==> config.mk <==
export PLATFORM = sky130hd
export DESIGN_NAME = rsl_pick_flat
export DESIGN_NICKNAME = d
export VERILOG_FILES = /design/src/rtl/rsl_pkg.sv /design/src/rtl/rsl_if.sv /design/src/rtl/rsl_pick.sv /design/src/flat_wrapper.sv
export SDC_FILE = /design/constraint.sdc
export NUM_CORES = 1
export LEC_CHECK = 0
export BUFFER_PORTS_ARGS = -buffer_cell sky130_fd_sc_hd__buf_2
export CORE_MARGIN = 10
export CORE_UTILIZATION = 25
export DETAILED_ROUTE_END_ITERATION = 8
export PLACE_DENSITY = 0.43
export SLEW_MARGIN = 20
export SYNTH_ARGS = -nofsm -noshare
export SYNTH_HDL_FRONTEND = slang
export SYNTH_SLANG_ARGS = --single-unit
==> constraint.sdc <==
create_clock -name clk_i -period 4.8 [get_ports clk_i]
set_input_delay 0.72 -clock clk_i [delete_from_list [all_inputs] [get_ports clk_i]]
set_output_delay 0.72 -clock clk_i [all_outputs]
set_load 0.01 [all_outputs]
==> src/rtl/rsl_pkg.sv <==
`timescale 1ns / 1ps
// ----------------------------------------------------------------------------
// rsl_pkg: shared definitions for the rectangle subtraction pipeline
// Field widths, coordinate slot indexes, strip indexes and the flag bundle
// that travels down the pipeline with each rectangle pair.
// ----------------------------------------------------------------------------
package rsl_pkg;

  localparam int unsigned FieldWidth        = 32;
  localparam int unsigned CoordWidthDefault = 32;
  localparam int unsigned NumCoords         = 8;
  localparam int unsigned NumSides          = 4;

  // Coordinate slots in the packed coordinate vector.
  localparam int unsigned IdxAl = 0;
  localparam int unsigned IdxAt = 1;
  localparam int unsigned IdxAr = 2;
  localparam int unsigned IdxAb = 3;
  localparam int unsigned IdxBl = 4;
  localparam int unsigned IdxBt = 5;
  localparam int unsigned IdxBr = 6;
  localparam int unsigned IdxBb = 7;

  // Edge strips of A; on equal scores the later strip in this order wins.
  localparam int unsigned SideLeft   = 0;
  localparam int unsigned SideRight  = 1;
  localparam int unsigned SideTop    = 2;
  localparam int unsigned SideBottom = 3;

  typedef struct packed {
    logic                pass;     // A is returned unchanged
    logic                covered;  // B covers A, result is empty
    logic [NumSides-1:0] pos;      // strip has positive depth
  } rsl_flags_t;

endpackage

==> src/rtl/rsl_if.sv <==


interface rsl_out_if
  import rsl_pkg::*;
();
  logic                         valid;
  logic                         ready;
  logic signed [FieldWidth-1:0] out_left;
  logic signed [FieldWidth-1:0] out_top;
  logic signed [FieldWidth-1:0] out_right;
  logic signed [FieldWidth-1:0] out_bottom;
  logic                         exact;

  modport source (
    output valid, out_left, out_top, out_right, out_bottom, exact,
    input  ready
  );
  modport sink (
    input  valid, out_left, out_top, out_right, out_bottom, exact,
    output ready
  );
endinterface

==> src/rtl/rsl_pick.sv <==
`timescale 1ns / 1ps
// ----------------------------------------------------------------------------
// rsl_pick: final pipeline stage
// Compares the strip scores with bottom, top, right, left priority on ties,
// forms the remaining rectangle and holds it in the output register.
// ----------------------------------------------------------------------------
module rsl_pick
  import rsl_pkg::*;
#(
  parameter int unsigned CoordWidth = CoordWidthDefault,
  localparam int unsigned ProdWidth = 2 * CoordWidth
) (
  input  logic                                 clk_i,
  input  logic                                 rst_ni,
  input  logic                                 valid_i,
  output logic                                 ready_o,
  input  rsl_flags_t                           flags_i,
  input  logic [NumCoords-1:0][CoordWidth-1:0] coords_i,
  input  logic [NumSides-1:0][ProdWidth-1:0]   score_i,
  rsl_out_if.source                            out_o
);

  logic signed [CoordWidth-1:0] al, at, ar, ab, bl, bt, br, bb;
  logic signed [CoordWidth-1:0] ol, ot, orr, ob;
  logic [ProdWidth-1:0]         sl, sr, st, sb;
  logic                         exact_d;

  logic                         valid_q, exact_q;
  logic signed [FieldWidth-1:0] left_d, top_d, right_d, bottom_d;
  logic signed [FieldWidth-1:0] left_q, top_q, right_q, bottom_q;

  assign ready_o = !valid_q || out_o.ready;

  assign al = signed'(coords_i[IdxAl]);
  assign at = signed'(coords_i[IdxAt]);
  assign ar = signed'(coords_i[IdxAr]);
  assign ab = signed'(coords_i[IdxAb]);
  assign bl = signed'(coords_i[IdxBl]);
  assign bt = signed'(coords_i[IdxBt]);
  assign br = signed'(coords_i[IdxBr]);
  assign bb = signed'(coords_i[IdxBb]);

  assign sl = score_i[SideLeft];
  assign sr = score_i[SideRight];
  assign st = score_i[SideTop];
  assign sb = score_i[SideBottom];

  always_comb begin
    ol      = al;
    ot      = at;
    orr     = ar;
    ob      = ab;
    exact_d = 1'b1;
    if (!flags_i.pass) begin
      if (flags_i.covered) begin
        ol  = '0;
        ot  = '0;
        orr = '0;
        ob  = '0;
      end else begin
        if (sl > sr && sl > st && sl > sb) begin
          orr = bl;
        end else if (sr > st && sr > sb) begin
          ol = br;
        end else if (st > sb) begin
          ob = bt;
        end else begin
          ot = bb;
        end
        exact_d = ($countones(flags_i.pos) == 1);
      end
    end
    left_d   = FieldWidth'(ol);
    top_d    = FieldWidth'(ot);
    right_d  = FieldWidth'(orr);
    bottom_d = FieldWidth'(ob);
  end

  always_ff @(posedge clk_i or negedge rst_ni) begin
    if (!rst_ni) begin
      valid_q <= 1'b0;
    end else if (ready_o) begin
      valid_q <= valid_i;
    end
  end

  always_ff @(posedge clk_i) begin
    if (valid_i && ready_o) begin
      left_q   <= left_d;
      top_q    <= top_d;
      right_q  <= right_d;
      bottom_q <= bottom_d;
      exact_q  <= exact_d;
    end
  end

  assign out_o.valid      = valid_q;
  assign out_o.out_left   = left_q;
  assign out_o.out_top    = top_q;
  assign out_o.out_right  = right_q;
  assign out_o.out_bottom = bottom_q;
  assign out_o.exact      = exact_q;

`ifndef SYNTHESIS
  a_pick_nonempty: assert property (@(posedge clk_i) disable iff (!rst_ni)
    valid_q && !exact_q |-> (right_q > left_q) && (bottom_q > top_q))
    else $error("rsl_pick: inexact result is an empty rectangle");
`endif

endmodule
==> src/flat_wrapper.sv <==
// flat-port wrapper written by rule: the top's interface ports become plain ports
module rsl_pick_flat import rsl_pkg::*;
#(
  parameter int unsigned CoordWidth = CoordWidthDefault,
  localparam int unsigned ProdWidth = 2 * CoordWidth
)
  (clk_i, rst_ni, valid_i, ready_o, flags_i, coords_i, score_i, out_o_valid, out_o_out_left, out_o_out_top, out_o_out_right, out_o_out_bottom, out_o_exact, out_o_ready);
  rsl_out_if out_o_i ();
  input  logic clk_i;
  input  logic rst_ni;
  input  logic valid_i;
  output logic ready_o;
  input  rsl_flags_t flags_i;
  input  logic [NumCoords-1:0][CoordWidth-1:0] coords_i;
  input  logic [NumSides-1:0][ProdWidth-1:0] score_i;
  output wire logic [$bits(out_o_i.valid)-1:0] out_o_valid;
  output wire logic [$bits(out_o_i.out_left)-1:0] out_o_out_left;
  output wire logic [$bits(out_o_i.out_top)-1:0] out_o_out_top;
  output wire logic [$bits(out_o_i.out_right)-1:0] out_o_out_right;
  output wire logic [$bits(out_o_i.out_bottom)-1:0] out_o_out_bottom;
  output wire logic [$bits(out_o_i.exact)-1:0] out_o_exact;
  input wire logic [$bits(out_o_i.ready)-1:0] out_o_ready;
  assign out_o_valid = out_o_i.valid;
  assign out_o_out_left = out_o_i.out_left;
  assign out_o_out_top = out_o_i.out_top;
  assign out_o_out_right = out_o_i.out_right;
  assign out_o_out_bottom = out_o_i.out_bottom;
  assign out_o_exact = out_o_i.exact;
  assign out_o_i.ready = out_o_ready;
  rsl_pick #(.CoordWidth(CoordWidth)) u_core (.clk_i(clk_i), .rst_ni(rst_ni), .valid_i(valid_i), .ready_o(ready_o), .flags_i(flags_i), .coords_i(coords_i), .score_i(score_i), .out_o(out_o_i));
endmodule
# Word level (Yosys, flattened, before mapping)
# Index checks and enable logic that the tools add are counted.
dict set report totals {
  regBits 130
  output_inout_bits 131
  wordCells 40
}
dict set report op_classes {
  n_addsub 3
  n_mux 17
  eq_ne 1
  n_reduce_logical 7
  n_lt_le_gt_ge 6
}
# operator n
set op_table {}
lappend op_table {{two-way mux 32 bit} 17}
lappend op_table {{greater-than comparator 64 bit} 6}
lappend op_table {{adder 32 bit} 1}
lappend op_table {{equality test 32 x 2 -> 1 bit, second input constant} 1}
lappend op_table {{adder 1 x 1 -> 2 bit} 2}
lappend op_table {{logical AND 1 bit} 4}
lappend op_table {{OR reduction 2 bit} 1}
lappend op_table {{logical NOT 1 bit} 1}
lappend op_table {{logical OR 1 bit} 1}

# Logic depth before layout (Yosys ltp)
# Gate-level depths: netlist (run 1).
dict set report depth {
  ltp_word 6
  mapped_depth 14
  ltp_nobuf 11
}

# Least setup slack after synthesis (run 1)
# Ideal clock, no wire load.
dict set report synth_timing {
  path_type {in2reg}
  from {input out_o_ready}
  to {register u_core.exact_q (netlist: u_core.out_o.exact), enable pin}
  slack_ns 0.394
  path_buffers 0
  arrival_ns 3.903
  path_stages 2
  setup_ns 0.504
  path_cell_list {nand2b_1 > and2_1}
}
dict set report synth_between {
  elab_chain_len 2
}
# element line
set synth_rtl {}
lappend synth_rtl {{from (decl)} flat_wrapper.sv:22} ;# input wire logic [$bits(out_o_i.ready)-1:0] out_o_ready;
lappend synth_rtl {{logical OR 1 bit} rsl_pick.sv:32} ;# assign ready_o = !valid_q || out_o.ready;
lappend synth_rtl {{logical AND 1 bit} rsl_pick.sv:88} ;# if (valid_i && ready_o) begin
lappend synth_rtl {{to (signal assigned)} rsl_pick.sv:93} ;# exact_q <= exact_d;
lappend synth_rtl {{to (decl)} rsl_pick.sv:28} ;# logic valid_q, exact_q;
# No other way between the ends.
# A chain may end at the register's enable or synchronous reset.

# Worst setup path after layout (run 1)
dict set report layout_timing {
  from {input score_i[219] (netlist name)}
  to {register u_core.bottom_q[16] (netlist: u_core.out_o.out_bottom[16]) (data pin)}
}
dict set report layout_between {
  elab_chain_len 6
}
# element line
set layout_rtl {}
lappend layout_rtl {{from (decl)} flat_wrapper.sv:15} ;# input logic [NumSides-1:0][ProdWidth-1:0] score_i;
lappend layout_rtl {{greater-than comparator 64 bit (on tied branches)} {rsl_pick.sv:65, rsl_pick.sv:63}}
lappend layout_rtl {{two-way mux 32 bit / logical AND 1 bit (equally long branches)} {rsl_pick.sv:65, rsl_pick.sv:63}}
lappend layout_rtl {{two-way mux 32 bit} rsl_pick.sv:63} ;# end else if (sr > st && sr > sb) begin
lappend layout_rtl {{two-way mux 32 bit *} rsl_pick.sv:61} ;# if (sl > sr && sl > st && sl > sb) begin
lappend layout_rtl {{two-way mux 32 bit *} rsl_pick.sv:55} ;# if (flags_i.covered) begin
lappend layout_rtl {{two-way mux 32 bit *} rsl_pick.sv:54} ;# if (!flags_i.pass) begin
lappend layout_rtl {{net u_core.bottom_d[16]} rsl_pick.sv:29} ;# logic signed [FieldWidth-1:0] left_d, top_d, right_d, bottom_d;
lappend layout_rtl {{to (signal assigned)} rsl_pick.sv:92} ;# bottom_q <= bottom_d;
lappend layout_rtl {{to (decl)} rsl_pick.sv:30} ;# logic signed [FieldWidth-1:0] left_q, top_q, right_q, bottom_q;
# The timed path passes the listed nets; every way through them passes the cells marked *.

==> results.yml, run 1 <==
finish:
  mostFrequentLayoutCells: "650 x buf_2, 387 x ha_1, 266 x inv_1, 222 x nand2_1, 146 x a21oi_1"
  area_growth_pct: 30.3
  postLayoutCoreUtil: 0.331
  drive_gt1_frac: 0.284
  layout.nets: 3460
  final_common_cell: "buf_2"
  final_cells: 3424
sta:
  setup_slack_ns: 0.683
  maxSlewViolCount: 0
  finalCriticalPeriod_ns: 4.12
  tightestPinTransition_ns: 1.02
  rsz0062_at_grt: "no"
  clock.fmax_mhz: 243
  finalSetupTns_ns: 0
  hold_violations: 0
  final.period_utilization: 0.858
  max_slew_margin: 0.320
  finalClockSkew_ns: 0.0146
  finalSetupViolations: 0
yosys:
  yosys.area_share.simple: 0.185
  syn_avg_cell_area_um2: 8.53
  syn_inst: 1925
  synth_fa_ha_area_frac: 0.296
  synth_compound_area_frac: 0.180
  synthArstFlopShare: 0.00769
  ys_seq_elements: 130
  synth_top_family_by_area: "adder cells"
  syn-num-nets: 2835
  ys_warn_count: 0
  synth_edf_count: 129
  syn_area_mm2: 0.0164
  ys.flop_type: "edfxtp_1"
  synthXorXnorAreaFrac: 0
  ys_seq_area_frac: 0.238
  synthMuxAreaShare: 0.0195
  synth_cell_types: 61
setup_path:
  required_ns: 5.01
  crit_path_start_kind: "input port"
  cp_data_arrival_time_ns: 4.33
  cp_max_fo: 32
  path_class: "in -> reg"
  setup.worst_path.end_class: "flip-flop"
floorplan:
  fp.dieH_um: 276
  core_area_mm2: 0.0647
  rows: 93
  die_w_um: 276
  dieArea_mm2: 0.0763
  start_util: 0.254
  num_io_pins: 653
global_routing:
  grt_pass1_vias: 17900
  grt_max_degree: 92
  grtUsageTotal: 0.215
  antenna_found_initial: 19
  grt_pass1_wl_mm: 125
  grt_overflow: 0
placement:
  gp_congestion: 0.999
  io_buffers: 652
  place_ws_ns: 0.242
  place_inst: 3386
  post-dp-hpwl_mm: 74.0
detailed_routing:
  viasPerCell: 5.13
  wirelength_mm: 86.5
  vias: 17600
  drt_pass1_iterations: 5
  first_iter_violations: 1278
  avgRoutedWirePerCell_um: 25.3
  postRouteAntennaNets: 0
  drc: 0
clock_network:
  clk_latency_ns: 0.44
  cts_root_buf: "clkbuf_16"
  post-cts-setup-buffer-count: 0
  cts-buffers-inserted: 17
  clock_sinks: 130
  ctsResizeCount: 0
  cts_tree: "yes"
  holdBufCountCts: 0
  htreeDepth: 4
  clk_pin_slew_ns: 0.07
  cts_buffer_depth: 2
power:
  powerDensity_mw_per_mm2: 210
  peakVddDrop_mv: 0.240
  leakagePower_nw: 10.7
run_status:
  outcome: "complete, no violations"
hold_path:
  worst_hold_path_type: "in -> async"
flow_run:
  maxCapViolCount: 0
-- flip-flops by register name, summed over array words and instances (netlist names) --
name,count
u_core.out_o.out_bottom,32
u_core.out_o.out_left,32
u_core.out_o.out_right,32
u_core.out_o.out_top,32
u_core.out_o.exact,1
u_core.out_o.valid,1
-- report_power, final --
group          total (mW)  internal (mW)  switching [mW]
Clock                1.37          0.783           0.591
Sequential           1.39           1.37          0.0254
Combinational        1.72          0.683            1.04
-- Yosys cell counts, drive strengths merged, types with 9 or more instances --
cell type / number / area [µm²]
a211oi: 15 / 113
a21o: 40 / 300
a21oi: 146 / 731
a221o: 33 / 330
a221oi: 15 / 131
and4: 13 / 114
buf: 14 / 105
clkbuf: 62 / 234
edfxtp: 129 / 3870
ha: 387 / 4840
inv: 267 / 1000
mux2i: 32 / 320
nand2: 222 / 833
nand2b: 9 / 56.3
nand3: 30 / 155
nand4: 133 / 838
nor2: 32 / 120
nor2b: 72 / 450
nor3: 43 / 215
nor4: 13 / 87.6
o211ai: 13 / 97.6
o21ai: 80 / 400
o311ai: 64 / 561
-- through the flow --
step                instance area (µm²)  power [mW]  hold WS [ns]
floorplan                         16400        2.31         0.424
global placement                  20800        3.10         0.495
detailed placement                20800        3.13         0.498
CTS                               21400        4.52        0.0336
global route                      21400        4.76        0.0327
finish                            21400        4.49        0.0529
-- routing by layer --
metal / track usage / up-vias / routed length, µm
met4: 0.0351 / 16 / 997
met5: 0 / - / 106
li1: - / 8439 / -
met3: 0.0421 / 61 / 4760
met1: 0.259 / 8411 / 36600
met2: 0.391 / 630 / 44000
-- cell type report --
type | instances | area (µm²)
clock inverter | 15 | 174
inverter | 267 | 1000
antenna | 6 | 15.0
timing repair buffer | 682 | 3610
tap | 855 | 1070
clock buffer | 17 | 425
fill | 6980 | 43300
multi-input combinational | 1452 | 11200
sequential | 130 | 3900
-- worst max-delay path: stages --
cell	delay, ns
buf_2	0.08
inv_1	0.10
ha_1	0.35
nand4_1	0.25
nor4_2	0.63
nand3_1	0.39
or4_1	0.61
o311ai_1	0.14
nand3_2	0.25
inv_2	0.16
nor2_1	0.08
buf_12	0.18
o311ai_0	0.37
-- worst paths after layout --
path / from / endpoint / depth (start not counted) / slack [ns]
max in group asynchronous: rst_ni / u_core.out_o.valid / 1 / 4.66
hold reg to reg: u_core.out_o.valid / u_core.out_o.valid / 2 / 0.53
min in group clk_i: valid_i / u_core.out_o.valid / 2 / 0.49
setup / recovery: score_i[219] / u_core.out_o.out_bottom[16] / 13 / 0.68
hold / removal: rst_ni / u_core.out_o.valid / 1 / 0.05
setup reg to reg: u_core.out_o.valid / u_core.out_o.out_left[26] / 3 / 2.72
-- logic make-up after synthesis --
logic type	after synthesis
adders and majority gates	388
buffers and inverters	343
DFF	130
muxes	32
and+or+nand+nor	591
AOI/OAI and AO/OA	441
No activity file was read; power rests on OpenSTA's default activity.
==> run 2: changes to the inputs <==
--- a/config.mk
+++ b/config.mk
@@ -6,7 +6,7 @@
 export NUM_CORES = 1
 export LEC_CHECK = 0
 export BUFFER_PORTS_ARGS = -buffer_cell sky130_fd_sc_hd__buf_2
-export CORE_MARGIN = 10
+export CORE_MARGIN = 5
 export CORE_UTILIZATION = 25
 export DETAILED_ROUTE_END_ITERATION = 8
 export PLACE_DENSITY = 0.43
==> run 2 against run 1 <==
  * Total power is 0.97% lower
  * Sequential power hardly changed
  * Clock-buffer cell count stayed put
  * Sequential cell count stayed put
  * First-iteration DRC count is 9.9% lower
  * Non-clock buffer count is 4 lower
  * Fmax is 4.4% lower
  * Clock power hardly changed
  * Clock skew is 0.0029 ns higher
  * Die area is 7.1% lower
  * Utilization is 0.43 points lower
  * Largest cell class unchanged
==> results.yml, run 2 (same netlist as run 1, synthesis figures left out) <==
sta:
  hold_slack_ns: 0.0620
  finalClockSkew_ns: 0.0175
  clock.fmax_mhz: 232
  maxSlewViolCount: 0
  finalSetupTns_ns: 0
  final.period_utilization: 0.897
  rsz0062_at_grt: "no"
  max_slew_margin: 0.438
  hold_violations: 0
  tightestPinTransition_ns: 0.836
  finalSetupViolations: 0
  finalCriticalPeriod_ns: 4.31
setup_path:
  path_cells: "buf_2 > inv_1 > ha_1 > nand4_1 > nor4_2 > nand3_1 > or4_1 > o311ai_1 > nand3_2 > inv_2 > buf_4 > nand4_1 > o311ai_0"
  crit_path_top_delay_cell: "nor4_2"
  crit_path_start_kind: "input port"
  crit_family: "simple AND/OR/NAND/NOR gates"
  crit_top_cell: "nand4_1"
  path_class: "in -> reg"
  required_ns: 5.00
  cp_max_fo: 31
  setup.worst_path.end_class: "flip-flop"
  cpPeakStageDelay_ns: 0.70
  cp_data_arrival_time_ns: 4.51
  ff2ff_setup_slack_ns: 2.70
  path_buf_inv: 4
clock_network:
  cts_buffer_depth: 2
  post-cts-setup-buffer-count: 0
  clk_latency_ns: 0.44
  holdBufCountCts: 0
  cts_root_buf: "clkbuf_16"
  clock_sinks: 130
  htreeDepth: 4
  cts-buffers-inserted: 17
  cts_tree: "yes"
  clk_pin_slew_ns: 0.07
  ctsResizeCount: 0
detailed_routing:
  drt_pass1_iterations: 5
  drc: 0
  wirelength_mm: 80.9
  postRouteAntennaNets: 0
  vias: 17500
  first_iter_violations: 1152
  avgRoutedWirePerCell_um: 23.5
  viasPerCell: 5.10
floorplan:
  dieArea_mm2: 0.0709
  start_util: 0.251
  fp.dieH_um: 266
  rows: 94
  die_w_um: 266
  num_io_pins: 653
  core_area_mm2: 0.0654
hold_path:
  worst_hold_path_type: "in -> async"
flow_run:
  maxCapViolCount: 0
finish:
  layout.nets: 3456
  design_area_mm2: 0.0213
  drive_gt1_frac: 0.283
  area_growth_pct: 30.0
  mostFrequentLayoutCells: "650 x buf_2, 387 x ha_1, 266 x inv_1, 222 x nand2_1, 146 x a21oi_1"
  final_common_cell: "buf_2"
placement:
  io_buffers: 652
  gp_congestion: 0.933
  dpl-instance-area_mm2: 0.0207
  post-dp-hpwl_mm: 68.8
power:
  power.total_mw: 4.44
  internal-power_mw: 2.81
  p_comb_frac: 0.378
  seqPwrFrac: 0.313
  netSwitchingPower_mw: 1.64
  powerDensity_mw_per_mm2: 208
  pwr-share-clk: 0.309
  sw_frac_of_total: 0.368
  leakagePower_nw: 10.6
  peakVddDrop_mv: 0.219
global_routing:
  grt_pass1_wl_mm: 116
  antenna_found_initial: 26
  grt_max_degree: 79
  grt_overflow: 0
  grtUsageTotal: 0.214
  grt_pass1_vias: 17600
run_status:
  outcome: "complete, no violations"
[run 2: power by group through the flow]
stage / clock network, mW / registers [mW] / logic [mW]
2_1_floorplan: 0 / 1.47 / 0.844
3_3_place_gp: 0 / 1.42 / 1.66
3_5_place_dp: 0 / 1.42 / 1.68
4_1_cts: 1.40 / 1.39 / 1.69
5_1_grt: 1.45 / 1.40 / 1.87
6_report: 1.37 / 1.39 / 1.68
[run 2: cell type report]
class | instances | area (µm²)
Fill cell | 7079 | 44100
Multi-Input combinational cell | 1452 | 11200
Sequential cell | 130 | 3900
Timing Repair Buffer | 678 | 3530
Tap cell | 864 | 1080
Inverter | 267 | 1000
Clock buffer | 17 | 425
Clock inverter | 15 | 168
Antenna cell | 15 | 37.5
[run 2: routing by layer]
metal | global-route usage | share of wire | wire (µm) | vias up
met4 | 0.0525 | 0.023 | 1890 | 22
li1 | - | - | - | 8441
met1 | 0.253 | 0.40 | 32000 | 8289
met5 | 0 | 0.0017 | 141 | -
met3 | 0.0498 | 0.070 | 5690 | 96
met2 | 0.392 | 0.51 | 41200 | 670
[run 2: path summary, 6_finish.rpt]
kind	from	to	cells past startpoint
worst max-delay path	score_i[223]	u_core.out_o.out_top[16]	13
worst min-delay path	rst_ni	u_core.out_o.valid	1
worst max register to register	u_core.out_o.valid	u_core.out_o.out_bottom[18]	3
worst min register to register	u_core.out_o.valid	u_core.out_o.valid	2
max in group asynchronous	rst_ni	u_core.out_o.valid	1
min in group clk_i	valid_i	u_core.out_o.valid	2
[run 2: per-stage QoR]
| stage | setup WS (ns) | std cells | util |
|---|---|---|---|
| final | 0.494 | 3438 | 0.326 |
| after global routing | 0.357 | 3430 | 0.326 |
| after global placement | 0.0976 | 3391 | 0.317 |
| after detailed placement | 0.0609 | 3391 | 0.317 |
| after floorplan | 0.394 | 1925 | - |
| after CTS | 0.517 | 3423 | 0.326 |
[run 2: worst register-to-register path: stages, from the launching register on]
cell	delay, ns
dfrtp_1	0.37
nand2b_1	0.11
and2_4	0.66
buf_12	0.50
