`src/rtl/rsl_pkg.sv`:
```
`timescale 1ns / 1ps
// ----------------------------------------------------------------------------
// rsl_pkg: shared definitions for the rectangle subtraction pipeline
// Field widths, coordinate slot indexes, strip indexes and the flag bundle
// that travels down the pipeline with each rectangle pair.
// ----------------------------------------------------------------------------
package rsl_pkg;

  localparam int unsigned FieldWidth        = 32;
  localparam int unsigned CoordWidthDefault = 32;
  localparam int unsigned NumCoords         = 8;
  localparam int unsigned NumSides          = 4;

  // Coordinate slots in the packed coordinate vector.
  localparam int unsigned IdxAl = 0;
  localparam int unsigned IdxAt = 1;
  localparam int unsigned IdxAr = 2;
  localparam int unsigned IdxAb = 3;
  localparam int unsigned IdxBl = 4;
  localparam int unsigned IdxBt = 5;
  localparam int unsigned IdxBr = 6;
  localparam int unsigned IdxBb = 7;

  // Edge strips of A; on equal scores the later strip in this order wins.
  localparam int unsigned SideLeft   = 0;
  localparam int unsigned SideRight  = 1;
  localparam int unsigned SideTop    = 2;
  localparam int unsigned SideBottom = 3;

  typedef struct packed {
    logic                pass;     // A is returned unchanged
    logic                covered;  // B covers A, result is empty
    logic [NumSides-1:0] pos;      // strip has positive depth
  } rsl_flags_t;

endpackage

```
`src/rtl/rsl_if.sv`:
```
`timescale 1ns / 1ps
// ----------------------------------------------------------------------------
// rsl_if: input and output channels of the rectangle subtraction block
// Valid/ready channels; a transfer happens on a clock edge where both are high.
// ----------------------------------------------------------------------------
interface rsl_in_if
  import rsl_pkg::*;
();
  logic                         valid;
  logic                         ready;
  logic signed [FieldWidth-1:0] a_left;
  logic signed [FieldWidth-1:0] a_top;
  logic signed [FieldWidth-1:0] a_right;
  logic signed [FieldWidth-1:0] a_bottom;
  logic signed [FieldWidth-1:0] b_left;
  logic signed [FieldWidth-1:0] b_top;
  logic signed [FieldWidth-1:0] b_right;
  logic signed [FieldWidth-1:0] b_bottom;

  modport source (
    output valid, a_left, a_top, a_right, a_bottom, b_left, b_top, b_right, b_bottom,
    input  ready
  );
  modport sink (
    input  valid, a_left, a_top, a_right, a_bottom, b_left, b_top, b_right, b_bottom,
    output ready
  );
endinterface


```
`src/rtl/rsl_prep.sv`:
```
`timescale 1ns / 1ps
// ----------------------------------------------------------------------------
// rsl_prep: first pipeline stage
// Decodes coordinates, classifies the pair and computes side lengths of A and
// the depths of the left, right, top and bottom edge strips.
// ----------------------------------------------------------------------------
module rsl_prep
  import rsl_pkg::*;
#(
  parameter int unsigned CoordWidth = CoordWidthDefault
) (
  input  logic                                     clk_i,
  input  logic                                     rst_ni,
  rsl_in_if.sink                                   in_i,
  output logic                                     valid_o,
  input  logic                                     ready_i,
  output rsl_flags_t                               flags_o,
  output logic [NumCoords-1:0][CoordWidth-1:0]     coords_o,
  output logic [CoordWidth-1:0]                    width_o,
  output logic [CoordWidth-1:0]                    height_o,
  output logic [NumSides-1:0][CoordWidth-1:0]      depth_o
);

  logic signed [CoordWidth-1:0] al, at, ar, ab, bl, bt, br, bb;
  logic signed [CoordWidth-1:0] il, it, ir, ib;
  logic                         a_empty, b_empty, meet;

  logic                                 valid_q;
  rsl_flags_t                           flags_d, flags_q;
  logic [NumCoords-1:0][CoordWidth-1:0] coords_d, coords_q;
  logic [CoordWidth-1:0]                width_d, width_q, height_d, height_q;
  logic [NumSides-1:0][CoordWidth-1:0]  depth_d, depth_q;

  assign al = signed'(in_i.a_left[CoordWidth-1:0]);
  assign at = signed'(in_i.a_top[CoordWidth-1:0]);
  assign ar = signed'(in_i.a_right[CoordWidth-1:0]);
  assign ab = signed'(in_i.a_bottom[CoordWidth-1:0]);
  assign bl = signed'(in_i.b_left[CoordWidth-1:0]);
  assign bt = signed'(in_i.b_top[CoordWidth-1:0]);
  assign br = signed'(in_i.b_right[CoordWidth-1:0]);
  assign bb = signed'(in_i.b_bottom[CoordWidth-1:0]);

  assign in_i.ready = !valid_q || ready_i;

  always_comb begin
    a_empty = (ar <= al) || (ab <= at);
    b_empty = (br <= bl) || (bb <= bt);
    il      = (al > bl) ? al : bl;
    ir      = (ar < br) ? ar : br;
    it      = (at > bt) ? at : bt;
    ib      = (ab < bb) ? ab : bb;
    meet    = (il < ir) && (it < ib);

    flags_d.pass                = a_empty || b_empty || !meet;
    flags_d.pos[SideLeft]       = bl > al;
    flags_d.pos[SideRight]      = ar > br;
    flags_d.pos[SideTop]        = bt > at;
    flags_d.pos[SideBottom]     = ab > bb;
    flags_d.covered             = (flags_d.pos == '0);

    width_d  = ar - al;
    height_d = ab - at;
    depth_d[SideLeft]   = flags_d.pos[SideLeft]   ? CoordWidth'(bl - al) : '0;
    depth_d[SideRight]  = flags_d.pos[SideRight]  ? CoordWidth'(ar - br) : '0;
    depth_d[SideTop]    = flags_d.pos[SideTop]    ? CoordWidth'(bt - at) : '0;
    depth_d[SideBottom] = flags_d.pos[SideBottom] ? CoordWidth'(ab - bb) : '0;

    coords_d[IdxAl] = al;
    coords_d[IdxAt] = at;
    coords_d[IdxAr] = ar;
    coords_d[IdxAb] = ab;
    coords_d[IdxBl] = bl;
    coords_d[IdxBt] = bt;
    coords_d[IdxBr] = br;
    coords_d[IdxBb] = bb;
  end

  always_ff @(posedge clk_i or negedge rst_ni) begin
    if (!rst_ni) begin
      valid_q <= 1'b0;
    end else if (in_i.ready) begin
      valid_q <= in_i.valid;
    end
  end

  always_ff @(posedge clk_i) begin
    if (in_i.valid && in_i.ready) begin
      flags_q  <= flags_d;
      coords_q <= coords_d;
      width_q  <= width_d;
      height_q <= height_d;
      depth_q  <= depth_d;
    end
  end

  assign valid_o  = valid_q;
  assign flags_o  = flags_q;
  assign coords_o = coords_q;
  assign width_o  = width_q;
  assign height_o = height_q;
  assign depth_o  = depth_q;

`ifndef SYNTHESIS
  a_prep_hold: assert property (@(posedge clk_i) disable iff (!rst_ni)
    valid_q && !ready_i |=> valid_q && $stable(flags_q) && $stable(depth_q))
    else $error("rsl_prep: stalled stage lost or changed its item");
`endif

endmodule

```
`src/flat_wrapper.sv`:
```
// flat-port wrapper written by rule: the top's interface ports become plain ports
module rsl_prep_flat import rsl_pkg::*;
#(
  parameter int unsigned CoordWidth = CoordWidthDefault
)
  (clk_i, rst_ni, valid_o, ready_i, flags_o, coords_o, width_o, height_o, depth_o, in_i_valid, in_i_a_left, in_i_a_top, in_i_a_right, in_i_a_bottom, in_i_b_left, in_i_b_top, in_i_b_right, in_i_b_bottom, in_i_ready);
  rsl_in_if in_i_i ();
  input  logic clk_i;
  input  logic rst_ni;
  output logic valid_o;
  input  logic ready_i;
  output rsl_flags_t flags_o;
  output logic [NumCoords-1:0][CoordWidth-1:0] coords_o;
  output logic [CoordWidth-1:0] width_o;
  output logic [CoordWidth-1:0] height_o;
  output logic [NumSides-1:0][CoordWidth-1:0] depth_o;
  input wire logic [$bits(in_i_i.valid)-1:0] in_i_valid;
  input wire logic [$bits(in_i_i.a_left)-1:0] in_i_a_left;
  input wire logic [$bits(in_i_i.a_top)-1:0] in_i_a_top;
  input wire logic [$bits(in_i_i.a_right)-1:0] in_i_a_right;
  input wire logic [$bits(in_i_i.a_bottom)-1:0] in_i_a_bottom;
  input wire logic [$bits(in_i_i.b_left)-1:0] in_i_b_left;
  input wire logic [$bits(in_i_i.b_top)-1:0] in_i_b_top;
  input wire logic [$bits(in_i_i.b_right)-1:0] in_i_b_right;
  input wire logic [$bits(in_i_i.b_bottom)-1:0] in_i_b_bottom;
  output wire logic [$bits(in_i_i.ready)-1:0] in_i_ready;
  assign in_i_i.valid = in_i_valid;
  assign in_i_i.a_left = in_i_a_left;
  assign in_i_i.a_top = in_i_a_top;
  assign in_i_i.a_right = in_i_a_right;
  assign in_i_i.a_bottom = in_i_a_bottom;
  assign in_i_i.b_left = in_i_b_left;
  assign in_i_i.b_top = in_i_b_top;
  assign in_i_i.b_right = in_i_b_right;
  assign in_i_i.b_bottom = in_i_b_bottom;
  assign in_i_ready = in_i_i.ready;
  rsl_prep #(.CoordWidth(CoordWidth)) u_core (.clk_i(clk_i), .rst_ni(rst_ni), .in_i(in_i_i), .valid_o(valid_o), .ready_i(ready_i), .flags_o(flags_o), .coords_o(coords_o), .width_o(width_o), .height_o(height_o), .depth_o(depth_o));
endmodule
```
`config.mk`:
```
export PLATFORM = sky130hd
export DESIGN_NAME = rsl_prep_flat
export DESIGN_NICKNAME = d
export VERILOG_FILES = /design/src/rtl/rsl_pkg.sv /design/src/rtl/rsl_if.sv /design/src/rtl/rsl_prep.sv /design/src/flat_wrapper.sv
export SDC_FILE = /design/constraint.sdc
export NUM_CORES = 1
export LEC_CHECK = 0
export ABC_CLOCK_PERIOD_IN_PS = 18350
export BUFFER_PORTS_ARGS = -buffer_cell sky130_fd_sc_hd__buf_2
export CAP_MARGIN = 30
export CORE_AREA = 2 2 278 280
export CTS_CLUSTER_SIZE = 10
export DETAILED_ROUTE_END_ITERATION = 6
export DIE_AREA = 0 0 280 282
export GPL_ROUTABILITY_DRIVEN = 0
export SLEW_MARGIN = 10
export SYNTH_ARGS = -nofsm -noshare
export SYNTH_HDL_FRONTEND = slang
export SYNTH_SLANG_ARGS = --single-unit
```
`constraint.sdc`:
```
create_clock -name clk_i -period 18.35 [get_ports clk_i]
set_input_delay 3.67 -clock clk_i [delete_from_list [all_inputs] [get_ports clk_i]]
set_output_delay 3.67 -clock clk_i [all_outputs]
set_load 0.02 [all_outputs]
```
* Yosys cells after proc, flatten, opt, wreduce, memory -nomap -nowiden *
Cells that the tools add are included.

word-level totals
  register bits after elaboration = 455
  output and inout bits = 456
  word-level logic and storage cells = 52

cells by class
  add/sub/neg operators = 6
  $lt $le $gt $ge = 14
  multiplexer cells = 4
  reductions and logical operators = 10

operators by type and width
  kind                  count
  32-bit > comparator   6
  32-bit subtractor     6
  32-bit <= comparator  4
  32-bit < comparator   4
  32-bit 2-to-1 mux     4
  1-bit logical OR      5
  4-bit zero test       1
  1-bit logical AND     2
  1-bit zero test       2

* Longest topological paths before layout *
Gate-level depths: netlist (run 1).

  depth after elaboration = 6
  depth in mapped cells = 24
  depth with buffers taken out = 22

* Worst setup path after synthesis (run 1) *
No wires, ideal clock.

  path type = input -> register
  start point = in ready_i
  end point = reg u_core.coords_q (netlist bit u_core.coords_o[0]) (enable)
  setup time = 0.875 ns
  arrival time = 14.220 ns
  required time = 17.475 ns
  slack = 3.255 ns
  cell stages on the path = 2
  cells stage by stage = nand2b_1 -> and2_1

on the way
  word-level cells in the longest chain between the ends = 2

RTL lines
  what                  RTL line            text
  start, declared       flat_wrapper.sv:11  input logic ready_i;
  1-bit logical OR      rsl_prep.sv:43      assign in_i.ready = !valid_q || ready_i;
  1-bit logical AND     rsl_prep.sv:87      if (in_i.valid && in_i.ready) begin
  end signal, assigned  rsl_prep.sv:89      coords_q <= coords_d;
  end, declared         rsl_prep.sv:30      logic [NumCoords-1:0][CoordWidth-1:0] coords_d, coords_q;

Every way passes these cells.
A chain may end at the register's enable or synchronous reset.

==> run_results.csv, run 1 <==
group,metric,value,unit
synth,yosys.cell_types.count,71,
timing,finalSetupViolCount,0,
worst_setup_path,slowest_delay,0.84,ns
floorplanning,initial_utilization,0.375,
floorplanning,rows,101,
layout,seqCellArea,13700,um^2
timing,final.setup.worst_slack,9.46,ns
run_status,status,"finished clean",
floorplanning,die-area,79000,um^2
worst_setup_path,start_kind,"input pin",
layout,fin_nets,4064,
synth,yosys.area_share.simple,0.128,
worst_setup_path,endpoint_kind,"register",
floorplanning,core,75700,um^2
power,irDropWorstVdd,0.0742,mV
routing,dr_total_vias,23900,
hold_path,hold_path_class,"register to register",
timing,max_slew_margin,0.373,
routing,wl_met1,38800,um
power,p_switching,1.05,mW
routing,routed_wl,102000,um
timing,grt_setup_unrepaired,"false",
timing,finalCritPeriodShare,0.484,
worst_setup_path,path_cells,"buf_2 -> inv_1 -> ha_1 -> a21oi_1 -> o21ai_0 -> a221oi_1 -> o211ai_1 -> o31ai_4 -> buf_4 -> nor2_1 -> a21oi_1 -> ha_1 -> a211oi_1 -> o21ai_0 -> a31oi_1 -> nor3b_1 -> and4b_1 -> o21ai_0 -> nand3_1 -> nand2_1 -> nand4_1 -> or3_1",
routing,drc,0,
layout,multi_input_area,13600,um^2
clocking,clk_pin_slew,0.06,ns
routing,highest_layer,"met5",
routing,wl_per_cell,22.8,um
power,p_seq_frac,0.399,
clocking,h-tree-depth,2,
synth,syn_nets,3327,
worst_setup_path,critPathKind,"input pin to register",
clocking,clk_latency,0.61,ns
power,switching_share,0.326,
layout,final_common_cell,"buf_2",
synth,synth_seq_cells,455,
power,power,3.22,mW
layout,drive_gt1_frac,0.236,
clocking,postCtsSetupRepairBufs,0,
floorplanning,die_y,282,um
worst_setup_path,critPathBufInv,3,
worst_setup_path,cp.required,18.70,ns
floorplanning,die_w,280,um
layout,design_area,34800,um^2
placement,placed_area,33200,um^2
timing,slew_viol_final,0,
layout,layout_common_cells,"buf_2 (716), edfxtp_1 (454), ha_1 (318)",
placement,port_buffers,715,
synth,ys.flop_type,"edfxtp_1",
power,power.leakage,15.5,nW
routing,dr_wl_met2,52600,um
clocking,ctsHoldBuffers,0,
clocking,root_buffer,"clkbuf_16",
clocking,cts_resized,0,
synth,ys_seq_area_frac,0.481,
routing,ant_nets,0,
power,intPower,2.17,mW
routing,first_pass_iters,7,
synth,syn_inst,2743,
synth,async_reset_ff_frac,0.00220,
layout,fillers,7249,
timing,fmax,0.112,GHz
power,clkPwrFrac,0.311,
grt,grtUsageTotal,0.250,
timing,hold_viol,0,
routing,viasPerCell,5.34,
timing,fin_skew,0.0176,ns
synth,synth.area.mux_share,0.00361,
clocking,cts_buffers,54,
power,pwr_density_cell,92.5,nW/um^2
timing,worst_pin_slew,0.941,ns
routing,dr_wl_met3,6490,um
synth,netlist_area,28400,um^2
floorplanning,ios,716,
flow_run,drv_cap,0,
grt,antenna_found_initial,10,
synth,synth-edff-count,454,
grt,grt_pass1_vias,23600,
grt,overflow,0,
layout,syn2layout_area_growth,22.6,%
power,pwr-share-comb,0.291,
grt,grt_max_degree,75,
synth,synth_top_family_by_area,"compound AO/OA/AOI/OAI gates",
timing,setup-tns-final,0,ns
worst_setup_path,crit_fanout,66,
worst_setup_path,critical_path_arrival,9.24,ns
clocking,clk_path_buf_depth,3,
clocking,cts_tree,"built",
worst_setup_path,crit_slowest_cell,"a221oi_1",
synth,synth_xor_area_frac,0.0463,
timing,period_minus_slack,8.89,ns
grt,grt_pass1_wl,147000,um
placement,dp_slack,8.82,ns
placement,hpwl,83900,um
synth,synth_warnings,0,
worst_setup_path,crit_path_frequent_cell,"o21ai_0",
clocking,clock-sinks,455,
routing,drt_iter0_markers,1673,
synth,synth-compound-area-share,0.155,
synth,synthAdderAreaFrac,0.144,
synth,syn_area_per_cell,10.4,um^2
worst_setup_path,cp_top_family,"compound AO/OA/AOI/OAI gates",
## power by group through the flow
stage	combinational, mW	clock, mW	sequential [mW]
5_1_grt	1.03	1.06	1.29
6_report	0.936	1.00	1.28
3_3_place_gp	0.928	0	1.31
3_5_place_dp	0.928	0	1.31
2_1_floorplan	0.489	0	1.43
4_1_cts	0.933	1.03	1.29
## tightest hold or removal path: stages (launching register included)
cell,delay [ns]
dfrtp_1,0.34
nand2b_1,0.09
nand2b_1,0.08
## final cells by class
cell class	count	area share
Sequential cell	455	0.392
Antenna cell	4	0.000288
Multi-Input combinational cell	1975	0.391
Clock buffer	63	0.0416
Inverter	259	0.0279
Tap cell	978	0.0352
Timing Repair Buffer	735	0.108
Clock inverter	10	0.00345
## per-layer routing
metal,track usage,vias to the layer above
li1,-,11500
met1,0.285,11300
met2,0.461,918
met3,0.0442,178
met4,0.101,2
met5,0,-
## registers in the layout (all words and copies together), names as in the netlist
name             cells
u_core.flags_o       6
u_core.depth_o     128
u_core.coords_o    256
u_core.width_o      32
u_core.height_o     32
u_core.valid_o       1
## cells by family after synthesis
logic type / after synthesis
AO/OA/AOI/OAI: 719
XOR/XNOR: 150
adder cells (fa/ha/maj): 324
buffers and inverters: 313
flip-flops: 455
multiplexers: 10
AND/OR/NAND/NOR: 772
## synth_stat cells, drive strengths merged (13+ instances only)
| cell | instances | share of area |
|---|---|---|
| a21o | 70 | 0.019 |
| xor2 | 54 | 0.017 |
| edfxtp | 454 | 0.48 |
| ha | 318 | 0.14 |
| nor2 | 275 | 0.036 |
| inv | 258 | 0.034 |
| o21a | 28 | 0.0074 |
| and3 | 16 | 0.0035 |
| nor2b | 31 | 0.0068 |
| clkbuf | 40 | 0.0053 |
| a21oi | 242 | 0.043 |
| buf | 14 | 0.0021 |
| xnor2 | 96 | 0.030 |
| nand2 | 180 | 0.024 |
| nor3 | 61 | 0.011 |
| nand2b | 25 | 0.0055 |
| nand4 | 46 | 0.010 |
| a211oi | 38 | 0.010 |
| and2 | 13 | 0.0029 |
| o211ai | 18 | 0.0048 |
| a31oi | 19 | 0.0042 |
| o21bai | 24 | 0.0063 |
| nand3 | 57 | 0.010 |
| o21ai | 186 | 0.033 |
## final timing paths
| kind | start | slack, ns | cells after the start | end |
|---|---|---|---|---|
| worst max-delay path | in_i_b_right[9] | 9.46 | 22 | u_core.flags_o[5] |
| worst min register to register | u_core.valid_o | 0.53 | 2 | u_core.valid_o |
| worst min-delay path | u_core.valid_o | 0.53 | 2 | u_core.valid_o |
| max in group asynchronous | rst_ni | 15.43 | 1 | u_core.valid_o |
| min in group asynchronous | rst_ni | 2.84 | 1 | u_core.valid_o |
| worst max register to register | u_core.valid_o | 15.05 | 4 | u_core.coords_o[87] |
## per-stage QoR
stage	utilization	instances	hold WS (ns)
2_1_floorplan	-	2743	0.783
3_3_place_gp	0.438	4399	0.511
3_5_place_dp	0.438	4400	0.522
4_1_cts	0.459	4473	0.537
5_1_grt	0.460	4478	0.580
6_report	0.460	4479	0.534
Power figures use the tool's default switching activity.
==> inputs of run 2 (changes only) <==
- ABC_CLOCK_PERIOD_IN_PS: 18350 -> 9200
- clock period: 18.35 -> 9.2 ns (I/O delays scaled with it)
==> run 2 against run 1 <==
Net effect:
- sequential share of layout area barely moved
- clock-buffer cell count shrank 1
- register-to-register slack worse by 8.3 ns
- clock power grew 100%
- sequential power rose by 100%
- wire length down 0.29%
- setup slack worse by 7.2 ns
- cell count about the same
- hold slack about the same
==> run_results.csv, run 2 (synthesis gave the netlist of run 1 again) <==
group,metric,value,unit
run_status,status,"finished clean",
floorplanning,die_w,280,um
hold_path,hold_path_class,"register to register",
hold_path,hold_start,"u_core.valid_o",
worst_setup_path,crit_slowest_cell,"a2111oi_0",
hold_path,hold_depth,2,
placement,port_buffers,715,
layout,layout_common_cells,"buf_2 (715), edfxtp_1 (454), ha_1 (318)",
worst_setup_path,endpoint_kind,"register",
worst_setup_path,r2r-end,"u_core.depth_o[122]",
timing,max_slew_margin,0.296,
power,switching_share,0.323,
clocking,h-tree-depth,2,
routing,drc,0,
clocking,ctsHoldBuffers,0,
power,p_seq_frac,0.398,
clocking,clk_path_buf_depth,3,
routing,viasPerCell,5.35,
clocking,clk_latency,0.60,ns
layout,seqCellArea,13700,um^2
clocking,clock-sinks,455,
grt,grt_max_degree,152,
grt,grtUsageTotal,0.250,
timing,worst_pin_slew,1.04,ns
timing,setup-tns-final,0,ns
timing,finalCritPeriodShare,0.758,
clocking,cts_resized,0,
clocking,postCtsSetupRepairBufs,0,
grt,antenna_found_initial,5,
hold_path,holdPathEnd,"u_core.valid_o",
layout,final_common_cell,"buf_2",
timing,hold_viol,0,
grt,grt_pass1_vias,23500,
floorplanning,initial_utilization,0.375,
power,pwr-share-comb,0.288,
routing,drt_iter0_markers,1859,
clocking,cts_buffers,55,
layout,largest_reg_flops,256,
timing,fin_skew,0.0181,ns
floorplanning,ios,716,
worst_setup_path,cp.required,9.55,ns
worst_setup_path,crit_fanout,65,
timing,finalSetupViolCount,0,
worst_setup_path,slowest_delay,0.51,ns
clocking,cts_tree,"built",
flow_run,drv_cap,0,
grt,overflow,0,
layout,fin_nets,4060,
timing,period_minus_slack,6.97,ns
timing,fmax,0.143,GHz
worst_setup_path,critPathKind,"input pin to register",
worst_setup_path,r2r-start,"u_core.valid_o",
floorplanning,die-area,79000,um^2
power,intPower,4.36,mW
floorplanning,rows,101,
layout,design_area,34800,um^2
routing,dr_total_vias,23900,
layout,syn2layout_area_growth,22.6,%
worst_setup_path,start_kind,"input pin",
layout,multi_input_area,13600,um^2
power,p_switching,2.08,mW
power,power.leakage,15.5,nW
power,clkPwrFrac,0.314,
worst_setup_path,rr_worst_depth,4,
clocking,clk_pin_slew,0.07,ns
floorplanning,die_y,282,um
timing,slew_viol_final,0,
grt,grt_pass1_wl,147000,um
clocking,root_buffer,"clkbuf_16",
routing,routed_wl,102000,um
routing,ant_nets,0,
power,irDropWorstVdd,0.153,mV
worst_setup_path,critical_path_arrival,7.32,ns
floorplanning,core,75700,um^2
placement,hpwl,83400,um
worst_setup_path,path_cells,"buf_2 -> inv_1 -> ha_1 -> fa_1 -> nand2b_1 -> a211oi_1 -> nor3_1 -> o21ba_2 -> a21boi_0 -> o32ai_4 -> buf_4 -> nor2_1 -> a21oi_1 -> ha_1 -> a21oi_1 -> o221ai_1 -> a21oi_1 -> o211ai_1 -> a2111oi_0 -> o21a_1 -> o211ai_1 -> nor3_1 -> o211ai_1 -> or3_1",
layout,fillers,7215,
layout,drive_gt1_frac,0.236,
power,pwr_density_cell,185,nW/um^2
routing,wl_per_cell,22.7,um
routing,first_pass_iters,5,
placement,placed_area,33200,um^2
timing,grt_setup_unrepaired,"false",
worst_setup_path,rrSetupSlack,6.80,ns
[run 2: cell count changes in the layout (fill, tap and decap cells not counted)]
cell and delta:
clkinv_1 +2, buf_4 -6, clkbuf_1 -1, diode_2 -2, buf_12 +3, buf_16 -1, clkinv_2 +1, buf_2 -1
bufinv_16 +1
[run 2: cell type report]
cell class | count | share of cell area
Inverter | 259 | 0.0279
Timing Repair Buffer | 730 | 0.108
Antenna cell | 2 | 0.000144
Sequential cell | 455 | 0.392
Multi-Input combinational cell | 1975 | 0.391
Tap cell | 978 | 0.0351
Clock buffer | 62 | 0.0415
Clock inverter | 14 | 0.00467
[run 2: routing by layer]
metal  wire length (um)  vias up  global-route usage
met2              52700     1004               0.467
met4               3980        0              0.0920
li1                   -    11500                   -
met1              38500    11200               0.283
met3               6540      174              0.0423
met5                  0        -                   0
[run 2: power groups by stage]
stage | Combinational [mW] | Clock [mW] | Sequential, mW
3_3_place_gp | 1.84 | 0 | 2.61
3_5_place_dp | 1.85 | 0 | 2.61
6_report | 1.86 | 2.03 | 2.57
2_1_floorplan | 0.976 | 0 | 2.83
4_1_cts | 1.86 | 2.08 | 2.57
5_1_grt | 2.04 | 2.14 | 2.58
[run 2: how the worst max path moves through the flow]
stage | slack (ns) | cells past startpoint | end | from
6_report | 2.23 | 24 | u_core.flags_o[5] | in_i_a_bottom[0]
5_1_grt | 1.78 | 24 | u_core.flags_o[5] | in_i_a_bottom[0]
4_1_cts | 2.12 | 24 | u_core.flags_o[5] | in_i_a_bottom[0]
3_5_place_dp | 1.46 | 24 | u_core.flags_o[5] | in_i_a_bottom[0]
3_3_place_gp | 1.53 | 24 | u_core.flags_o[5] | in_i_a_bottom[0]
2_1_floorplan | 1.05 | 2 | u_core.coords_o[0] | ready_i
[run 2: through the flow]
stage | cells | worst slack (ns) | hold slack [ns] | power [mW] | utilization
after floorplan | 2743 | 1.05 | 0.782 | 3.81 | -
after global placement | 4395 | 1.53 | 0.508 | 4.45 | 0.438
after detailed placement | 4396 | 1.46 | 0.522 | 4.46 | 0.438
after CTS | 4472 | 2.12 | 0.534 | 6.50 | 0.460
after global routing | 4473 | 1.78 | 0.576 | 6.76 | 0.460
final | 4475 | 2.23 | 0.534 | 6.45 | 0.460
[run 2: worst max-delay path: cells and delay by family]
family                     cells  cell delay [ns]
and+or+nand+nor                5             1.04
adders and majority gates      3             0.95
AOI/OAI and AO/OA             13             2.86
buffers and inverters          3             0.60
